<file path="src/rtl/bytea_text_decoder_core_assert.svh">
// Assertion macros used by the byte-string decoder RTL.
// Depends on nothing; included by the decoder core to check its own logic.
`ifndef BYTEA_TEXT_DECODER_CORE_ASSERT_SVH
`define BYTEA_TEXT_DECODER_CORE_ASSERT_SVH

// The consequent must hold in the same cycle as the antecedent.
`define BYTD_ASSERT_SAME(lbl, clk, rst, ante, cons, msg) \
   lbl: assert property (@(posedge clk) disable iff (rst) (ante) |-> (cons)) else $error(msg);

// The consequent must hold in the cycle after the antecedent.
`define BYTD_ASSERT_NEXT(lbl, clk, rst, ante, cons, msg) \
   lbl: assert property (@(posedge clk) disable iff (rst) (ante) |=> (cons)) else $error(msg);

`endif

</file>
<file path="src/rtl/bytd_pkg.sv">
// Types, constants and the digit table for the byte-string text decoder.
// Depends on nothing; used by all decoder modules and the testbench.
package bytd_pkg;

   localparam logic [7:0] BSLASH    = 8'h5C;
   localparam logic [7:0] LOWER_X   = 8'h78;
   localparam logic [5:0] NOT_DIGIT = 6'd37;
   localparam logic [5:0] OCT_LIMIT = 6'd8;

   typedef enum logic [2:0] {
      PH_START  = 3'd0,
      PH_LEADBS = 3'd1,
      PH_HEXHI  = 3'd2,
      PH_HEXLO  = 3'd3,
      PH_PLAIN  = 3'd4,
      PH_ESC1   = 3'd5,
      PH_ESC2   = 3'd6,
      PH_ESC3   = 3'd7
   } phase_type;

   typedef struct packed {
      phase_type  phase;
      logic [7:0] partial;
      logic       failed;
   } state_type;

   typedef struct packed {
      logic       emit;
      logic [7:0] out_data;
      logic       byte_present;
      logic       value_end;
      logic       bad_value;
   } result_type;

   // Digits give 0-9, letters of either case give 10-35, anything else 37.
   function automatic logic [5:0] digit_value(input logic [7:0] c);
      logic [5:0] v;
      if (c inside {[8'h30:8'h39]}) begin
         v = 6'(c - 8'h30);
      end else if (c inside {[8'h41:8'h5A]}) begin
         v = 6'(c - 8'h41 + 8'd10);
      end else if (c inside {[8'h61:8'h7A]}) begin
         v = 6'(c - 8'h61 + 8'd10);
      end else begin
         v = NOT_DIGIT;
      end
      return v;
   endfunction

endpackage

</file>
<file path="src/rtl/bytd_chan_if.sv">
// Valid/ready channel interfaces for characters in and decoded results out.
// Depends on nothing.
interface bytd_req_if;
   logic       valid;
   logic       ready;
   logic [7:0] in_char;
   logic       in_final;

   modport source (output valid, output in_char, output in_final, input ready);
   modport sink   (input valid, input in_char, input in_final, output ready);
endinterface

interface bytd_rsp_if;
   logic       valid;
   logic       ready;
   logic [7:0] out_data;
   logic       byte_present;
   logic       value_end;
   logic       bad_value;

   modport source (output valid, output out_data, output byte_present,
                   output value_end, output bad_value, input ready);
   modport sink   (input valid, input out_data, input byte_present,
                   input value_end, input bad_value, output ready);
endinterface

</file>
<file path="src/rtl/bytd_step.sv">
// Per-character next-state and result logic of the byte-string decoder.
// Depends on bytd_pkg.
module bytd_step (
   input  bytd_pkg::state_type  cur_state,
   input  logic [7:0]           in_char,
   input  logic                 in_final,
   output bytd_pkg::state_type  nxt_state,
   output bytd_pkg::result_type result
);

   logic [5:0]          dv;
   logic                have;
   logic [7:0]          byte_val;
   bytd_pkg::state_type upd;
   logic                bad;

   assign dv = bytd_pkg::digit_value(in_char);

   always_comb begin
      upd      = cur_state;
      have     = 1'b0;
      byte_val = 8'h00;
      if (!cur_state.failed) begin
         case (cur_state.phase)
            bytd_pkg::PH_START: begin
               if (in_char == bytd_pkg::BSLASH) begin
                  upd.phase = bytd_pkg::PH_LEADBS;
               end else begin
                  have      = 1'b1;
                  byte_val  = in_char;
                  upd.phase = bytd_pkg::PH_PLAIN;
               end
            end
            bytd_pkg::PH_HEXHI: begin
               upd.partial = {dv[3:0], 4'h0};
               upd.phase   = bytd_pkg::PH_HEXLO;
            end
            bytd_pkg::PH_HEXLO: begin
               have      = 1'b1;
               byte_val  = cur_state.partial | {2'b00, dv};
               upd.phase = bytd_pkg::PH_HEXHI;
            end
            bytd_pkg::PH_ESC2: begin
               if (dv < bytd_pkg::OCT_LIMIT) begin
                  upd.partial = {cur_state.partial[4:0], dv[2:0]};
                  upd.phase   = bytd_pkg::PH_ESC3;
               end else begin
                  upd.failed = 1'b1;
               end
            end
            bytd_pkg::PH_ESC3: begin
               if (dv < bytd_pkg::OCT_LIMIT) begin
                  have      = 1'b1;
                  byte_val  = {cur_state.partial[4:0], dv[2:0]};
                  upd.phase = bytd_pkg::PH_PLAIN;
               end else begin
                  upd.failed = 1'b1;
               end
            end
            bytd_pkg::PH_PLAIN: begin
               if (in_char == bytd_pkg::BSLASH) begin
                  upd.phase = bytd_pkg::PH_ESC1;
               end else begin
                  have     = 1'b1;
                  byte_val = in_char;
               end
            end
            default: begin
               // Leading backslash or an escape opener: an 'x' only matters
               // right at the start of the value.
               if (cur_state.phase == bytd_pkg::PH_LEADBS && in_char == bytd_pkg::LOWER_X) begin
                  upd.phase = bytd_pkg::PH_HEXHI;
               end else if (dv < bytd_pkg::OCT_LIMIT) begin
                  upd.partial = {5'b00000, dv[2:0]};
                  upd.phase   = bytd_pkg::PH_ESC2;
               end else if (in_char == bytd_pkg::BSLASH) begin
                  have      = 1'b1;
                  byte_val  = bytd_pkg::BSLASH;
                  upd.phase = bytd_pkg::PH_PLAIN;
               end else begin
                  upd.failed = 1'b1;
               end
            end
         endcase
      end

      // Once the value has failed, no more bytes are emitted for it.
      if (upd.failed) begin
         have     = 1'b0;
         byte_val = 8'h00;
      end

      bad = upd.failed ||
            (upd.phase != bytd_pkg::PH_PLAIN && upd.phase != bytd_pkg::PH_HEXHI);

      result.emit         = have || in_final;
      result.out_data     = byte_val;
      result.byte_present = have;
      result.value_end    = in_final;
      result.bad_value    = in_final && bad;

      if (in_final) begin
         nxt_state.phase   = bytd_pkg::PH_START;
         nxt_state.partial = 8'h00;
         nxt_state.failed  = 1'b0;
      end else begin
         nxt_state = upd;
      end
   end

endmodule

</file>
<file path="src/rtl/bytea_text_decoder_core.sv">
// Byte-string text decoder: hex and escape forms, one character per transfer.
// Characters that yield no byte and do not end a value produce no result.
// Throughput: one character per cycle unless the result side stalls, set by the single
// decode stage, whose output is registered in the result register before it is offered.
// Reset (synchronous, active high) empties both stages and returns to start of value.
// Depends on bytd_pkg, bytd_chan_if, bytd_step and bytea_text_decoder_core_assert.svh.
`include "bytea_text_decoder_core_assert.svh"

module bytea_text_decoder_core (
   input logic              clock,
   input logic              reset,
   bytd_req_if.sink         req_chan,
   bytd_rsp_if.source       rsp_chan
);

   logic                 s1_valid_ff, s1_valid_in;
   logic [7:0]           s1_char_ff;
   logic                 s1_final_ff;
   bytd_pkg::state_type  state_ff, state_in;
   bytd_pkg::result_type step_result;
   logic                 rsp_valid_ff, rsp_valid_in;
   bytd_pkg::result_type rsp_ff;
   logic                 advance;
   logic                 req_take;

   // The decode stage moves forward whenever the result register is free or draining.
   assign advance  = s1_valid_ff && (!rsp_valid_ff || rsp_chan.ready);
   assign req_take = req_chan.valid && req_chan.ready;

   assign req_chan.ready = !s1_valid_ff || advance;

   bytd_step u_step (
      .cur_state (state_ff),
      .in_char   (s1_char_ff),
      .in_final  (s1_final_ff),
      .nxt_state (state_in),
      .result    (step_result)
   );

   always_comb begin
      s1_valid_in = req_take || (s1_valid_ff && !advance);
      if (advance) begin
         rsp_valid_in = step_result.emit;
      end else if (rsp_chan.ready) begin
         rsp_valid_in = 1'b0;
      end else begin
         rsp_valid_in = rsp_valid_ff;
      end
   end

   always_ff @(posedge clock) begin
      if (reset) begin
         s1_valid_ff   <= 1'b0;
         rsp_valid_ff  <= 1'b0;
         state_ff      <= '{phase: bytd_pkg::PH_START, partial: 8'h00, failed: 1'b0};
      end else begin
         s1_valid_ff  <= s1_valid_in;
         rsp_valid_ff <= rsp_valid_in;
         if (advance) begin
            state_ff <= state_in;
         end
      end
   end

   always_ff @(posedge clock) begin
      if (req_take) begin
         s1_char_ff  <= req_chan.in_char;
         s1_final_ff <= req_chan.in_final;
      end
      if (advance && step_result.emit) begin
         rsp_ff <= step_result;
      end
   end

   assign rsp_chan.valid        = rsp_valid_ff;
   assign rsp_chan.out_data     = rsp_ff.out_data;
   assign rsp_chan.byte_present = rsp_ff.byte_present;
   assign rsp_chan.value_end    = rsp_ff.value_end;
   assign rsp_chan.bad_value    = rsp_ff.bad_value;

   `BYTD_ASSERT_SAME(a_rsp_has_content, clock, reset, rsp_valid_ff,
                     rsp_ff.byte_present || rsp_ff.value_end,
                     "result transfer carries neither a byte nor a value end")
   `BYTD_ASSERT_SAME(a_bad_only_at_end, clock, reset, rsp_valid_ff && !rsp_ff.value_end,
                     !rsp_ff.bad_value, "error flag raised before the value end")
   `BYTD_ASSERT_SAME(a_empty_byte_zero, clock, reset, rsp_valid_ff && !rsp_ff.byte_present,
                     rsp_ff.out_data == 8'h00, "data nonzero on a result without a byte")
   `BYTD_ASSERT_NEXT(a_end_restarts, clock, reset, advance && s1_final_ff,
                     state_ff.phase == bytd_pkg::PH_START && !state_ff.failed,
                     "decoder state not restarted after the last character")

endmodule

</file>
<file path="src/flat_wrapper.sv">
// flat-port wrapper written by rule: the top's interface ports become plain ports
module bytea_text_decoder_core_flat 
  (clock, reset, req_chan_valid, req_chan_in_char, req_chan_in_final, req_chan_ready, rsp_chan_valid, rsp_chan_out_data, rsp_chan_byte_present, rsp_chan_value_end, rsp_chan_bad_value, rsp_chan_ready);
  bytd_req_if req_chan_i ();
  bytd_rsp_if rsp_chan_i ();
  input logic clock;
  input logic reset;
  input wire logic [$bits(req_chan_i.valid)-1:0] req_chan_valid;
  input wire logic [$bits(req_chan_i.in_char)-1:0] req_chan_in_char;
  input wire logic [$bits(req_chan_i.in_final)-1:0] req_chan_in_final;
  output wire logic [$bits(req_chan_i.ready)-1:0] req_chan_ready;
  output wire logic [$bits(rsp_chan_i.valid)-1:0] rsp_chan_valid;
  output wire logic [$bits(rsp_chan_i.out_data)-1:0] rsp_chan_out_data;
  output wire logic [$bits(rsp_chan_i.byte_present)-1:0] rsp_chan_byte_present;
  output wire logic [$bits(rsp_chan_i.value_end)-1:0] rsp_chan_value_end;
  output wire logic [$bits(rsp_chan_i.bad_value)-1:0] rsp_chan_bad_value;
  input wire logic [$bits(rsp_chan_i.ready)-1:0] rsp_chan_ready;
  assign req_chan_i.valid = req_chan_valid;
  assign req_chan_i.in_char = req_chan_in_char;
  assign req_chan_i.in_final = req_chan_in_final;
  assign req_chan_ready = req_chan_i.ready;
  assign rsp_chan_valid = rsp_chan_i.valid;
  assign rsp_chan_out_data = rsp_chan_i.out_data;
  assign rsp_chan_byte_present = rsp_chan_i.byte_present;
  assign rsp_chan_value_end = rsp_chan_i.value_end;
  assign rsp_chan_bad_value = rsp_chan_i.bad_value;
  assign rsp_chan_i.ready = rsp_chan_ready;
  bytea_text_decoder_core u_core (.clock(clock), .reset(reset), .req_chan(req_chan_i), .rsp_chan(rsp_chan_i));
endmodule
</file>
<file path="config.mk">
export PLATFORM = sky130hd
export DESIGN_NAME = bytea_text_decoder_core_flat
export DESIGN_NICKNAME = d
export VERILOG_FILES = /design/src/rtl/bytd_pkg.sv /design/src/rtl/bytd_chan_if.sv /design/src/rtl/bytd_step.sv /design/src/rtl/bytea_text_decoder_core.sv /design/src/flat_wrapper.sv
export VERILOG_INCLUDE_DIRS = /design/src /design/src/rtl
export SDC_FILE = /design/constraint.sdc
export NUM_CORES = 1
export LEC_CHECK = 0
export ABC_AREA = 1
export BUFFER_PORTS_ARGS = -buffer_cell sky130_fd_sc_hd__buf_2
export CAP_MARGIN = 20
export CORE_MARGIN = 2
export CORE_UTILIZATION = 60
export CTS_BUF_LIST = sky130_fd_sc_hd__clkbuf_8 sky130_fd_sc_hd__clkbuf_16
export DETAILED_ROUTE_END_ITERATION = 6
export PLACE_DENSITY = 0.8
export SETUP_SLACK_MARGIN = 0.4
export SLEW_MARGIN = 20
export SYNTH_ARGS = -nofsm -noshare
export SYNTH_HDL_FRONTEND = slang
export SYNTH_HIERARCHICAL = 1
export SYNTH_SLANG_ARGS = --single-unit
</file>
<file path="constraint.sdc">
create_clock -name clock -period 3.8 [get_ports clock]
set_input_delay 0.19 -clock clock [delete_from_list [all_inputs] [get_ports clock]]
set_output_delay 0.19 -clock clock [all_outputs]
set_load 0.01 [all_outputs]
</file>
==> results.toml <==
[outcome]
outcome = "complete, no violations"

[synth]
synthesis.area_um2 = 2835
number_of_unique_standard_cell_types_used_by_synthesis = 36
synthesis.yosys.warnings = 6
synthDominantAreaCellType = "sky130_fd_sc_hd__edfxtp_1"
synth_edf_count = 20
netlist_top_cells_area = "sky130_fd_sc_hd__edfxtp_1 (21%), sky130_fd_sc_hd__nand2_1 (12%), sky130_fd_sc_hd__dfxtp_1 (9.9%)"
synthMostInstantiatedCell = "sky130_fd_sc_hd__nand2_1"
synth_seq_area_share_pct = 31.07
postSynthAreaPerCell_um2 = 6.832
async_reset_ff_share_pct = 0
synth-main-ff-cell = "sky130_fd_sc_hd__edfxtp_1"
synth.ff_latch_count = 34
synth_nets = 441
yosys-top-cells-count = "sky130_fd_sc_hd__nand2_1 (94), sky130_fd_sc_hd__inv_1 (62), sky130_fd_sc_hd__nor2_1 (40)"
synthesis.instances = 415
yosysTopAreaCellShare_pct = 21.18

[global_routing]
vias_in_the_first_global_route = 2382
grt_overflow_total = 0
grt_most_used_layer = "met2"
maximum_number_of_pins_on_one_net_before_global_route_repair = 28
global_route.usage.met2_pct = 41.72
grt_util_met1_pct = 39.55
global_route_wire_length_before_repair_mm = 11.31
grt_antenna_before_repair = 0
global_route.usage.met3_pct = 3.729
global_route.usage.total_pct = 27.42

[final_layout]
post_layout_nonfiller_instances = 487
post-route-util_pct = 65.30
flow.area_growth_from_synthesis_pct = 6.620
antennaDiodeCount = 0
fraction_of_layout_cells_with_a_size_suffix_above_1_pct = 13.63
final_area_um2 = 3023
nNetsFinal = 458

[sta]
slew_headroom_pct = 61.59
setup_violations = 0
fin_skew_ns = 0.009680
fin_tns_setup_ns = 0
max_slew.worst_pin.slew_ns = 0.5718
fin_ws_ns = 0.7472
timing.final.max_slew_violations = 0
worst_hold_slack_ns = 0.06128
setup_repair_after_global_routing_missed_its_margin = "false"
timing.final.crit_share_pct = 80.34
min_period_ns = 3.053
timing.fmax_mhz = 327.6
final_hold_viol_count = 0

[clocking]
number_of_buffers_created_by_cts = 5
clockBufferDepth = 2
cts_max_level = 2
root_buffer_cell = "sky130_fd_sc_hd__clkbuf_8"
cts.repair_timing.setup_buffer_count = 0
cts.sink_count = 34
worstSkewPairLatency_ns = 0.29
clk_pin_slew_ns = 0.07
cts_tree = "done"

[drt]
detailedRoute.firstIterationViolations = 267
dr_total_vias = 2764
vias_per_cell = 5.676
antenna_violating_nets_post_route = 0
drtPass1Iterations = 5
avgRoutedWirePerCell_um = 14.00
detail_route.drc_violations = 0
totalWireLength_mm = 6.820

[setup_path]
worstSetupPathType = "register to register"
cp.arrival_ns = 3.05
cpMaxStageDelayCell = "sky130_fd_sc_hd__edfxtp_1"
worst-path-buf-inv = 6
required_ns = 3.80
path_delay_family = "simple AND/OR/NAND/NOR gates"
cpMostUsedCell = "sky130_fd_sc_hd__inv_1"
path_cells = "inv_1, ha_1, o21ai_0, nand2_1, nand2_2, nand3_1, nand2_1, inv_1, o21ai_2, nand2_8, inv_2, nand2_1, nand4_1, inv_1, o21ai_1, inv_1, nor2_1, buf_4"
regToRegSetupSlack_ns = 0.75
setup.worst_path.end_class = "register"
critPathMaxStageDelay_ns = 0.39
startpoint_type = "register"
worst-path-max-fanout = 23

[power_and_ir_drop]
p_int_uw = 710.5
netSwitchingPower_uw = 351.4
switching_share_pct = 33.09
seq_power_share_pct = 42.5
p_total_mw = 1.062
proportion_of_power_drawn_by_combinational_gates_pct = 26.4
cellPowerDensity_nw_per_um2 = 351.3
total_leakage_power_nw = 1.456
clock_power_share_pct = 31.1
power.ir.vdd_worst_v = 0.0002434

[place]
numPortBuffers = 25
worst_setup_slack_before_clock_tree_synthesis_ns = 0.7958
dp.cells = 479
place.detailed.hpwl_mm = 5.096
globalplace.congestion = 0.9581
dpl-instance-area_um2 = 2904

[flow_run]
timing.max_cap.violations = 0

[die]
rows = 25
die_h_um = 72.74
die_width_um = 72.74
floorplan.initialDensity_pct = 61.24
die_area_um2 = 5291
core_area_um2 = 4629
io_pins = 26

[worst_hold_path]
min_path_type = "input port to register"
sequential cells by signal, summed over array words and instances, names as in the netlist:
signal,cells
u_core/rsp_chan.out_data,8
u_core/s1_valid_ff,1
u_core/s1_char_ff,8
u_core/rsp_chan.value_end,1
u_core/s1_final_ff,1
u_core/rsp_chan.byte_present,1
u_core/state_ff,12
u_core/rsp_chan.valid,1
u_core/rsp_chan.bad_value,1
final timing paths:
path / from / to / cells past startpoint
worst min-delay path: reset / u_core/s1_valid_ff$_SDFF_PP0_ / 2
worst max-delay path: u_core/s1_char_ff[0]$_DFFE_PP_ / u_core/rsp_chan.out_data[7]$_DFFE_PP_ / 18
worst min register to register: u_core/state_ff[6]$_SDFFE_PP0P_ / u_core/state_ff[6]$_SDFFE_PP0P_ / 2
worst max register to register: u_core/s1_char_ff[0]$_DFFE_PP_ / u_core/rsp_chan.out_data[7]$_DFFE_PP_ / 18
layout make-up:
cell class,count,area (um^2)
fill,433,1607
multi-input combinational,296,1565
sequential,34,880.8
inverter,67,251.5
timing repair buffer,28,147.6
clock buffer,5,68.82
tap,54,67.56
clock inverter,3,41.29
placed cells by master, fill, tap and decap left out, types with 4 or more instances in the layout:
cell type                  netlist  layout
sky130_fd_sc_hd__nand4_1         4       4
sky130_fd_sc_hd__buf_2           1      25
sky130_fd_sc_hd__nand3_2         8       8
sky130_fd_sc_hd__inv_1          62      63
sky130_fd_sc_hd__inv_2           5       5
sky130_fd_sc_hd__a21oi_1        39      39
sky130_fd_sc_hd__nand3_1        22      22
sky130_fd_sc_hd__nand2_1        94      94
sky130_fd_sc_hd__clkbuf_8        1       5
sky130_fd_sc_hd__a31oi_1         7       7
sky130_fd_sc_hd__ha_1           13      13
sky130_fd_sc_hd__nor2_1         40      40
sky130_fd_sc_hd__edfxtp_1       20      20
sky130_fd_sc_hd__nand2_2         4       4
sky130_fd_sc_hd__dfxtp_1        14      14
sky130_fd_sc_hd__o21ai_0        36      36
per-layer routing:
metal | vias up | share of wire [%] | wire length (um)
li1 | 1398 | - | -
met1 | 1209 | 46 | 3133
met2 | 140 | 44 | 2984
met3 | 17 | 7.6 | 515
met4 | 0 | 2.7 | 187
met5 | - | 0 | 0
power by group through the flow:
| stage | Sequential, mW | Combinational (mW) | Clock, mW |
|---|---|---|---|
| after floorplan | 0.451 | 0.223 | 0 |
| after global placement | 0.458 | 0.267 | 0 |
| after detailed placement | 0.459 | 0.271 | 0 |
| after CTS | 0.451 | 0.272 | 0.330 |
| after global routing | 0.455 | 0.316 | 0.350 |
| final | 0.451 | 0.281 | 0.330 |
what timing repair did:
item / in CTS / in global routing
gates resized for setup: 0 / 1
endpoints found under the setup margin: 0 / 11
hold buffers: 0 / 0
cell families (layout without fill, tap and decap cells):
family	count (synthesis)	after routing	share of synthesized area [%]
AND/OR/NAND/NOR	182	182	29.17
XOR/XNOR	2	2	0.6179
adder cells (fa/ha/maj)	13	13	5.737
buffers and inverters	85	103	14.03
flip-flops	34	34	31.07
AO/OA/AOI/OAI	99	99	19.37
Power figures use the tool's default switching activity.
